### src/tcce_pkg.sv
package tcce_pkg;

  localparam int unsigned COLUMNS  = 80;
  localparam int unsigned ROWS     = 25;
  localparam int unsigned TAB_STOP = 4;
  localparam int unsigned CELLS    = COLUMNS * ROWS;

  localparam int unsigned ColW  = 7;
  localparam int unsigned RowW  = 5;
  localparam int unsigned IdxW  = 11;
  localparam int unsigned ChrW  = 8;
  localparam int unsigned ColXW = ColW + 1;

  localparam logic OP_PUT  = 1'b0;
  localparam logic OP_READ = 1'b1;

  localparam logic [ChrW-1:0] CH_BACKSPACE = 8'h08;
  localparam logic [ChrW-1:0] CH_TAB       = 8'h09;
  localparam logic [ChrW-1:0] CH_NEWLINE   = 8'h0A;
  localparam logic [ChrW-1:0] CH_FORMFEED  = 8'h0C;
  localparam logic [ChrW-1:0] CH_ESCAPE    = 8'h1B;
  localparam logic [ChrW-1:0] CH_SPACE     = 8'h20;

  typedef enum logic [2:0] {
    CMD_PUT,
    CMD_BACKSPACE,
    CMD_NEWLINE,
    CMD_FORMFEED,
    CMD_TAB,
    CMD_IGNORE,
    CMD_READ,
    CMD_READ_NONE
  } cmd_kind_e;

  typedef struct packed {
    logic            operation;
    logic [ChrW-1:0] char_code;
    logic [IdxW-1:0] cell_index;
  } in_t;

  typedef struct packed {
    logic [ColW-1:0] cursor_col;
    logic [RowW-1:0] cursor_row;
    logic [IdxW-1:0] cursor_linear;
    logic [ChrW-1:0] cell_char;
  } out_t;

  typedef struct packed {
    cmd_kind_e       kind;
    logic [ChrW-1:0] char_code;
    logic [IdxW-1:0] cell_index;
  } cmd_t;

  function automatic logic [IdxW-1:0] lin_addr(input logic [RowW-1:0] row,
                                               input logic [ColW-1:0] col);
    logic [IdxW-1:0] base;
    base = IdxW'(row) * IdxW'(COLUMNS);
    return base + IdxW'(col);
  endfunction

endpackage

### src/tcce_fifo.sv
module tcce_fifo #(
  parameter int unsigned DEPTH = 2
) (
  input  logic           clk_i,
  input  logic           rst_ni,
  input  logic           push_valid_i,
  output logic           push_ready_o,
  input  tcce_pkg::cmd_t push_data_i,
  output logic           pop_valid_o,
  input  logic           pop_ready_i,
  output tcce_pkg::cmd_t pop_data_o
);
  import tcce_pkg::*;

  localparam int unsigned PtrW = (DEPTH > 1) ? $clog2(DEPTH) : 1;
  localparam int unsigned CntW = $clog2(DEPTH + 1);
  localparam logic [PtrW-1:0] LastPtr = PtrW'(DEPTH - 1);
  localparam logic [CntW-1:0] Full    = CntW'(DEPTH);

  cmd_t            mem_q [DEPTH];
  logic [PtrW-1:0] wr_ptr_q, wr_ptr_d, rd_ptr_q, rd_ptr_d;
  logic [CntW-1:0] cnt_q, cnt_d;
  logic            push, pop;

  assign push_ready_o = cnt_q != Full;
  assign pop_valid_o  = cnt_q != '0;
  assign pop_data_o   = mem_q[rd_ptr_q];
  assign push         = push_valid_i && push_ready_o;
  assign pop          = pop_valid_o && pop_ready_i;

  always_comb begin
    wr_ptr_d = wr_ptr_q;
    rd_ptr_d = rd_ptr_q;
    cnt_d    = cnt_q;
    if (push) begin
      wr_ptr_d = (wr_ptr_q == LastPtr) ? '0 : wr_ptr_q + 1'b1;
    end
    if (pop) begin
      rd_ptr_d = (rd_ptr_q == LastPtr) ? '0 : rd_ptr_q + 1'b1;
    end
    if (push && !pop) begin
      cnt_d = cnt_q + 1'b1;
    end else if (pop && !push) begin
      cnt_d = cnt_q - 1'b1;
    end
  end

  always_ff @(posedge clk_i or negedge rst_ni) begin
    if (!rst_ni) begin
      wr_ptr_q <= '0;
      rd_ptr_q <= '0;
      cnt_q    <= '0;
    end else begin
      wr_ptr_q <= wr_ptr_d;
      rd_ptr_q <= rd_ptr_d;
      cnt_q    <= cnt_d;
    end
  end

  always_ff @(posedge clk_i) begin
    if (push) begin
      mem_q[wr_ptr_q] <= push_data_i;
    end
  end

endmodule

### config.mk
export PLATFORM = sky130hd
export DESIGN_NAME = tcce_fifo
export DESIGN_NICKNAME = d
export VERILOG_FILES = /design/src/tcce_pkg.sv /design/src/tcce_fifo.sv
export SDC_FILE = /design/constraint.sdc
export NUM_CORES = 1
export LEC_CHECK = 0
export ABC_AREA = 1
export BUFFER_PORTS_ARGS = -buffer_cell sky130_fd_sc_hd__buf_4
export CAP_MARGIN = 30
export CORE_ASPECT_RATIO = 1.4
export CORE_MARGIN = 5
export CORE_UTILIZATION = 35
export CTS_CLUSTER_DIAMETER = 120
export DETAILED_ROUTE_END_ITERATION = 8
export PLACE_DENSITY = 0.69
export SETUP_SLACK_MARGIN = 0.02
export SLEW_MARGIN = 40
export SYNTH_ARGS = -nofsm -noshare
export SYNTH_HDL_FRONTEND = slang
export SYNTH_SLANG_ARGS = --single-unit
export TNS_END_PERCENT = 30
### constraint.sdc
create_clock -name clk_i -period 2 [get_ports clk_i]
set_input_delay 0.2 -clock clk_i [delete_from_list [all_inputs] [get_ports clk_i]]
set_output_delay 0.2 -clock clk_i [all_outputs]
set_load 0.02 [all_outputs]
==> impl_metrics.json <==
{
  "remaining_drc_errors": 0,
  "htreeDepth": 2,
  "top_layer_used": "met4",
  "holdWs_ps": 92.3,
  "tns_ps": 0,
  "finClkSkew_ps": 4.04,
  "rows": 31,
  "wl_per_cell_um": 12.0,
  "worstMarginPinSlew_ps": 406,
  "post_drt_via_cell_ratio": 4.25,
  "antenna_found_initial": 0,
  "synth_simple_gate_area_share_pct": 16.9,
  "place_hpwl_um": 2210,
  "clkLatencyLatePin_ps": 290,
  "whs_endpoint": "mem_q[0][9]",
  "timing.fmax_mhz": 610,
  "die_w_um": 71.0,
  "ff2ff_setup_slack_ps": 500,
  "drv_slew": 0,
  "final_cell_area_mm2": 0.00235,
  "critPathMostFrequentCell": "nand2_1",
  "irDropWorstVdd_v": 0.000785,
  "leakagePower_nw": 1.03,
  "synth_compound_area_share_pct": 0,
  "synthArstFlopShare_pct": 8.33,
  "drt_iter0_drc": 30,
  "die_area_mm2": 0.00678,
  "clock_sinks": 48,
  "yosys_most_used_dff": "edfxtp_1",
  "synth.top_cell.area_share_pct": 72.4,
  "r2r-start": "cnt_q[0]",
  "cp.arrival_ps": 1440,
  "power.total_w": 0.00342,
  "gp_congestion": 0.646,
  "initial_core_util_pct": 35.6,
  "diodes": 0,
  "critPathKind": "reg2out",
  "ys_ff_latch": 48,
  "end_kind": "output pin",
  "syn_area_mm2": 0.00182,
  "start_kind": "flop",
  "min_from": "push_data_i[9]",
  "finalSetupViolCount": 0,
  "grt_pass1_vias": 1099,
  "grt_max_degree": 24,
  "drive_gt1_share_pct": 30.7,
  "wirelength_um": 3180,
  "outcome": "completed",
  "io_buffers": 49,
  "wl_met1_um": 1170,
  "root_buffer": "clkbuf_8",
  "power.density_mw_per_mm2": 1450,
  "finalCriticalPeriod_ps": 1640,
  "synth_mux_area_share_pct": 0,
  "crit_path_start": "rd_ptr_q",
  "utilization_pct": 45.9,
  "slowest_stage": "dfrtp_1",
  "synthTopCellsByCount": "nand2_1, edfxtp_1, inv_1",
  "reg2regPathDepth": 9,
  "wl_met2_um": 1750,
  "cts_buffers": 5,
  "post_cts_buffers": 0,
  "cp_max_fo": 23,
  "slew_headroom_pct": 72.9,
  "met3_length_um": 199,
  "drv_cap": 0,
  "synth_xor_area_share_pct": 0.960,
  "yosysUniqueCellTypes": 13,
  "synth_fp_nets": 170,
  "synthToLayoutAreaGrowth_pct": 28.9,
  "grt_pass1_wl_um": 5000,
  "avgSynthCellArea_um2": 12.8,
  "cts_tree": "built",
  "post-synth-top-count-cell": "nand2_1",
  "synth_top_family_by_area": "simple AND/OR/NAND/NOR gates",
  "clk_pin_slew_ps": 80,
  "drt-pass1-iter-count": 4,
  "ant_nets": 0,
  "hp-class": "in2reg",
  "worstPathRequired_ps": 1800,
  "dr_total_vias": 1127,
  "slowest_delay_ps": 480,
  "dieHeight_um": 95.4,
  "yosys_warnings": 0,
  "syn_inst": 143,
  "synth_top_cell_by_area": "edfxtp_1",
  "hold_viol_final": 0,
  "gr-total-overflow": 0,
  "synth_seq_area_share_pct": 77.9,
  "ios": 50,
  "core_mm2": 0.00512,
  "rsz0062_at_grt": "no",
  "track_usage_pct": 9.87,
  "reg2reg_to": "cnt_q[1]",
  "crit_chain": "inv_2, nand2_1, nand2_1, buf_4",
  "period_share_pct": 82.0,
  "dpl_cell_area_mm2": 0.00226,
  "clock_path_buffers": 2,
  "synth_edf_count": 44,
  "fin_nets": 226,
  "synth_area_leaders": "edfxtp_1, nand2_1, dfrtp_1, buf_6, inv_1",
  "synthAdderAreaFrac_pct": 0.686,
  "whs_path_depth": 1
}
[worst max-delay path: cells and delay by family (launching register included)]
family / cells / cell delay (ps)
buffers and inverters: 2 / 500
AND/OR/NAND/NOR: 2 / 180
flip-flops: 1 / 480
[power by group]
| part | internal [W] | switching [W] | total, W |
|---|---|---|---|
| Sequential | 0.00138 | 0.0000869 | 0.00147 |
| Combinational | 0.000536 | 0.000912 | 0.00145 |
| Clock | 0.000237 | 0.000271 | 0.000509 |
[layout make-up]
type                            count  area (um^2)
Timing Repair Buffer               53          400
Multi-Input combinational cell     84          344
Clock buffer                        6         72.6
Tap cell                           66         82.6
Sequential cell                    48         1420
Inverter                            7         26.3
Clock inverter                      1         5.00
Fill cell                         496         2770
[logic make-up (layout without fill, tap and decap cells)]
group / after synthesis / after routing
flops: 48 / 48
fa+ha+maj: 1 / 1
xor+xnor: 2 / 2
simple gates: 81 / 81
buf+inv: 11 / 67
[layer usage]
| metal | vias to the layer above | track usage [%] |
|---|---|---|
| met3 | 6 | 2.85 |
| met4 | 0 | 4.70 |
| met1 | 505 | 10.2 |
| met2 | 36 | 18.1 |
| met5 | - | 0 |
| li1 | 580 | - |
[sequential cells by signal (all words and copies together), names as in the netlist]
signal / cells
mem_q: 44
rd_ptr_q: 1
wr_ptr_q: 1
cnt_q: 2
[layout by cell type (no fill, tap or decap)]
cell type      Yosys  layout
ha_1               1       1
buf_4              2      52
xor2_1             1       1
edfxtp_1          44      44
nand4_1            1       1
nand3_1            2       2
clkinv_2           0       1
xnor2_1            1       1
inv_1              6       6
clkbuf_1           0       1
dfrtp_1            4       4
nor2_2             0       2
nand2_1           76      76
clkbuf_8           0       5
inv_2              1       1
dlygate4sd3_1      0       1
[metrics by stage]
stage / cells / setup WS [ps]
after global routing: 265 / 172
after CTS: 265 / 300
after global placement: 257 / 601
after floorplan: 143 / -108
after detailed placement: 257 / 505
final: 265 / 360
[what timing repair did]
| action | 4_1_cts | 5_1_grt |
|---|---|---|
| gates resized for setup | 0 | 0 |
| hold endpoints to repair | 4 | 0 |
| hold buffers | 1 | 0 |
| setup endpoints to repair | 0 | 0 |
[worst max-delay path by stage]
stage	to	slack, ps	depth (start not counted)
floorplan	mem_q[0][0]	-110	4
global placement	cnt_q[1]	600	9
detailed placement	cnt_q[1]	510	9
CTS	pop_data_o[6]	300	4
global route	pop_data_o[12]	170	4
finish	pop_data_o[6]	360	4
Note: power is estimated with default switching activity, not from simulation.
