`src/tcce_pkg.sv`:
```
package tcce_pkg;

  localparam int unsigned COLUMNS  = 80;
  localparam int unsigned ROWS     = 25;
  localparam int unsigned TAB_STOP = 4;
  localparam int unsigned CELLS    = COLUMNS * ROWS;

  localparam int unsigned ColW  = 7;
  localparam int unsigned RowW  = 5;
  localparam int unsigned IdxW  = 11;
  localparam int unsigned ChrW  = 8;
  localparam int unsigned ColXW = ColW + 1;

  localparam logic OP_PUT  = 1'b0;
  localparam logic OP_READ = 1'b1;

  localparam logic [ChrW-1:0] CH_BACKSPACE = 8'h08;
  localparam logic [ChrW-1:0] CH_TAB       = 8'h09;
  localparam logic [ChrW-1:0] CH_NEWLINE   = 8'h0A;
  localparam logic [ChrW-1:0] CH_FORMFEED  = 8'h0C;
  localparam logic [ChrW-1:0] CH_ESCAPE    = 8'h1B;
  localparam logic [ChrW-1:0] CH_SPACE     = 8'h20;

  typedef enum logic [2:0] {
    CMD_PUT,
    CMD_BACKSPACE,
    CMD_NEWLINE,
    CMD_FORMFEED,
    CMD_TAB,
    CMD_IGNORE,
    CMD_READ,
    CMD_READ_NONE
  } cmd_kind_e;

  typedef struct packed {
    logic            operation;
    logic [ChrW-1:0] char_code;
    logic [IdxW-1:0] cell_index;
  } in_t;

  typedef struct packed {
    logic [ColW-1:0] cursor_col;
    logic [RowW-1:0] cursor_row;
    logic [IdxW-1:0] cursor_linear;
    logic [ChrW-1:0] cell_char;
  } out_t;

  typedef struct packed {
    cmd_kind_e       kind;
    logic [ChrW-1:0] char_code;
    logic [IdxW-1:0] cell_index;
  } cmd_t;

  function automatic logic [IdxW-1:0] lin_addr(input logic [RowW-1:0] row,
                                               input logic [ColW-1:0] col);
    logic [IdxW-1:0] base;
    base = IdxW'(row) * IdxW'(COLUMNS);
    return base + IdxW'(col);
  endfunction

endpackage

```
`src/tcce_front.sv`:
```
module tcce_front (
  input  logic           clk_i,
  input  logic           rst_ni,
  input  logic           en_i,
  input  logic           in_valid_i,
  output logic           in_ready_o,
  input  tcce_pkg::in_t  in_data_i,
  output logic           cmd_valid_o,
  input  logic           cmd_ready_i,
  output tcce_pkg::cmd_t cmd_o
);
  import tcce_pkg::*;

  function automatic cmd_t classify(input in_t d);
    cmd_t c;
    c.char_code  = d.char_code;
    c.cell_index = d.cell_index;
    if (d.operation == OP_READ) begin
      c.kind = (d.cell_index < IdxW'(CELLS)) ? CMD_READ : CMD_READ_NONE;
    end else begin
      unique case (d.char_code)
        CH_ESCAPE:    c.kind = CMD_IGNORE;
        CH_BACKSPACE: c.kind = CMD_BACKSPACE;
        CH_NEWLINE:   c.kind = CMD_NEWLINE;
        CH_FORMFEED:  c.kind = CMD_FORMFEED;
        CH_TAB:       c.kind = CMD_TAB;
        default:      c.kind = CMD_PUT;
      endcase
    end
    return c;
  endfunction

  logic vld_q, vld_d;
  cmd_t cmd_q;
  logic accept;

  assign in_ready_o  = en_i && (!vld_q || cmd_ready_i);
  assign accept      = in_valid_i && in_ready_o;
  assign cmd_valid_o = vld_q;
  assign cmd_o       = cmd_q;

  always_comb begin
    if (accept) begin
      vld_d = 1'b1;
    end else if (cmd_ready_i) begin
      vld_d = 1'b0;
    end else begin
      vld_d = vld_q;
    end
  end

  always_ff @(posedge clk_i or negedge rst_ni) begin
    if (!rst_ni) begin
      vld_q <= 1'b0;
    end else begin
      vld_q <= vld_d;
    end
  end

  always_ff @(posedge clk_i) begin
    if (accept) begin
      cmd_q <= classify(in_data_i);
    end
  end

endmodule

```
`config.mk`:
```
export PLATFORM = sky130hd
export DESIGN_NAME = tcce_front
export DESIGN_NICKNAME = d
export VERILOG_FILES = /design/src/tcce_pkg.sv /design/src/tcce_front.sv
export SDC_FILE = /design/constraint.sdc
export NUM_CORES = 1
export LEC_CHECK = 0
export BUFFER_PORTS_ARGS = -buffer_cell sky130_fd_sc_hd__buf_2
export CELL_PAD_IN_SITES_DETAIL_PLACEMENT = 0
export CELL_PAD_IN_SITES_GLOBAL_PLACEMENT = 1
export CORE_MARGIN = 10
export CORE_UTILIZATION = 32
export DETAILED_ROUTE_END_ITERATION = 8
export HOLD_SLACK_MARGIN = 0.12
export PLACE_DENSITY_LB_ADDON = 0.1
export SYNTH_ARGS = -nofsm -noshare
export SYNTH_HDL_FRONTEND = slang
export SYNTH_SLANG_ARGS = --single-unit
```
`constraint.sdc`:
```
create_clock -name clk_i -period 2.28 [get_ports clk_i]
set_clock_uncertainty 0.05 [all_clocks]
set_input_delay 0.228 -clock clk_i [delete_from_list [all_inputs] [get_ports clk_i]]
set_output_delay 0.228 -clock clk_i [all_outputs]
set_load 0.02 [all_outputs]
```
==> run_results.csv <==
group,metric,value,unit
finish,fin_cells,145,
clock_network,clock-sinks,23,
critical_path,worst-path-max-fanout,2,
yosys,ys_seq_area_share,83.5,%
critical_path,critPathMaxStageDelay,550,ps
clock_network,clock_latency,290,ps
power_and_ir_drop,p_per_area,586,nW/µm²
yosys,netlist_instances,41,
global_route,grt_max_degree,23,
floorplan,start_util,33.4,%
critical_path,critical_path_arrival,1560,ps
floorplan,die_x,70.6,µm
global_route,grt_pass1_vias,730,
power_and_ir_drop,switching_share,22.8,%
power_and_ir_drop,p_seq_share,61.8,%
place,portBuffers,48,
yosys,yosysTopAreaCell,"edfxtp_1",
yosys,async_flop_share,4.35,%
yosys,ys_top_cells_by_area,"edfxtp_1 (80%), dfrtp_1 (3.0%), nor4b_4 (2.9%), a41o_2 (1.4%), and4b_1 (1.2%)",
power_and_ir_drop,p_clk_share,22.7,%
critical_path,path_buf_inv,3,
status,run_status,"finished clean",
yosys,yosys.area_share.adder,0,%
yosys,synthMuxAreaShare,0,%
drt,vias,627,
timing,tightest_slew,265,ps
global_route,met1_usage,6.64,%
critical_path,cp.required,2430,ps
critical_path,slowest_stage,"dlygate4sd3_1",
hold_path,worstHoldStart,"in_data_i[12]",
timing,drv_slew,0,
yosys,synth_most_common_cell,"edfxtp_1",
hold_path,holdCritPathClass,"in -> reg",
critical_path,crit_type,"in -> reg",
global_route,grt_overflow,0,
drt,viasPerCell,4.32,
timing,setup_ws,868,ps
drt,post-route-drc-count,0,
clock_network,cts_root_buf,"clkbuf_4",
yosys,synth_common_cells,"edfxtp_1 (22), nand2_1 (2)",
timing,post-route-min-period,1410,ps
finish,area.growth.synth_to_final,64.0,%
place,dp_slack,1020,ps
global_route,grtUsageTotal,7.94,%
finish,fillers,205,
finish,num-nets-final,141,
drt,ant_nets,0,
yosys,synth_top_family_by_area,"simple AND/OR/NAND/NOR gates",
global_route,grt_pass1_wl,3310,µm
critical_path,reg2reg_slack,1020,ps
critical_path,critPathLaunchType,"input port",
timing,finalHoldViolCount,0,
finish,fin_area,1350,µm²
yosys,synth_edf_count,22,
timing,finalSetupTns,0,ps
drt,routed_wirelength,2080,µm
hold_path,whs_path_depth,1,
yosys,synthXorXnorAreaFrac,2.13,%
yosys,yosys_most_used_dff,"edfxtp_1",
floorplan,die-area,4990,µm²
clock_network,cts_buffers,3,
critical_path,rr_worst_depth,3,
floorplan,die_height,70.6,µm
power_and_ir_drop,p_leak,0.572,nW
yosys,synth_compound_gate_area_share,4.73,%
critical_path,crit_family,"buffers and inverters",
clock_network,cts_tree,"yes",
yosys,synth_simple_gate_area_share,9.15,%
place,dp_hpwl,1600,µm
critical_path,reg2reg_from,"cmd_valid_o",
place,post_dp_cell_area,1110,µm²
place,gp_congestion,0.694,
timing,fmax,708,MHz
drt,drtIter0Drc,6,
drt,drt-pass1-iter-count,4,
power_and_ir_drop,p_sw,0.180,mW
place,dp_cells,120,
clock_network,clock_path_buffers,2,
critical_path,worstReg2RegEnd,"cmd_o[3]",
timing,finalCritPeriodShare,61.9,%
clock_network,clk_pin_slew,120,ps
power_and_ir_drop,internal-power,0.609,mW
timing,rsz0062_at_grt,"no",
global_route,grtUsageMet2,15.6,%
yosys,synth_top_area_share,80.5,%
hold_path,holdPathEnd,"cmd_o[12]",
finish,antenna_cells,0,
critical_path,crit_chain,"dlygate4sd3_1 > buf_2 > nand2_1 > dlygate4sd3_1 > nand2_1",
power_and_ir_drop,vdd_drop_max,323,µV
yosys,yosysWarnings,0,
global_route,grt_use_met3,4.46,%
yosys,ys_ff_latch,23,
finish,drive_above_1_share,49.6,%
yosys,synth_nets,66,
yosys,synth_cell_types,19,
timing,max-slew-margin-rel,82.3,%
clock_network,h-tree-depth,1,
timing,final-setup-viol-count,0,
finish,final_util,54.8,%
global_route,antenna_found_initial,0,
global_route,busiest_layer,"met2",
floorplan,pin_count,49,
floorplan,rows,18,
drt,wl_per_cell,14.3,µm
critical_path,end_kind,"register",
yosys,avgSynthCellArea,20.0,µm²
floorplan,core_area,2450,µm²
power_and_ir_drop,pwr-share-comb,15.5,%
yosys,syn_area,821,µm²
job,drv_cap,0,
## registers in the layout, summed over array words and instances (netlist names)
| signal | cells |
|---|---|
| cmd_o | 22 |
| cmd_valid_o | 1 |
## worst max path at each step
stage | start | endpoint | slack, ps | cells after the start
after detailed placement | cmd_valid_o | cmd_o[16] | 1020 | 3
after global routing | in_data_i[16] | cmd_o[19] | 820 | 5
after CTS | in_data_i[16] | cmd_o[19] | 870 | 5
final | in_valid_i | cmd_valid_o | 870 | 5
after global placement | cmd_valid_o | cmd_o[16] | 1040 | 3
after floorplan | cmd_valid_o | cmd_o[0] | 230 | 2
## metal layers
metal / wire length, µm / part of all wire [%]
met1: 691 / 33
met4: 0 / 0
met3: 268 / 13
met5: 0 / 0
met2: 1120 / 54
## final cells by class
type	count	area (µm²)	share of cell area, %
clock inverters	1	5.00	0.372
clock buffers	3	22.5	1.67
inverters	1	3.75	0.279
flip-flops and latches	23	686	50.9
well taps	30	37.5	2.79
repair buffers	70	458	34.0
multi-input cells	17	134	9.94
## worst register-to-register path: stages (launching register included)
cell,delay (ps)
dfrtp_1,390
nand2b_1,100
nor2b_2,130
buf_4,280
## what timing repair did
item	4_1_cts	5_1_grt
endpoints found under the hold margin	20	0
gates resized for setup	0	0
hold buffers	21	0
buffers inserted	0	0
endpoints found under the setup margin	0	0
## through the flow
step	hold slack, ps	power (mW)
final	132	0.790
after global routing	123	0.825
after CTS	122	0.801
after detailed placement	-45.0	0.595
after global placement	-46.3	0.594
after floorplan	-118	0.543
## power by group through the flow
stage / sequential [mW] / combinational, mW / clock [mW]
4_1_cts: 0.488 / 0.124 / 0.188
3_5_place_dp: 0.498 / 0.0969 / 0
2_1_floorplan: 0.522 / 0.0204 / 0
5_1_grt: 0.490 / 0.133 / 0.201
6_report: 0.488 / 0.123 / 0.179
3_3_place_gp: 0.498 / 0.0963 / 0
## placed cells by master, fill, tap and decap left out, types with 2 or more instances in the layout
| cell type | netlist | layout |
|---|---|---|
| buf_2 | 0 | 48 |
| clkbuf_4 | 0 | 3 |
| dlygate4sd3_1 | 0 | 21 |
| edfxtp_1 | 22 | 22 |
| nand2_1 | 2 | 2 |
## kinds of logic after synthesis
kind of cell,after synthesis
DFF,23
and+or+nand+nor,10
AOI/OAI and AO/OA,5
xor gates and xnor gates,2
buffers and inverters,1
Note: power is estimated with default switching activity, not from simulation.
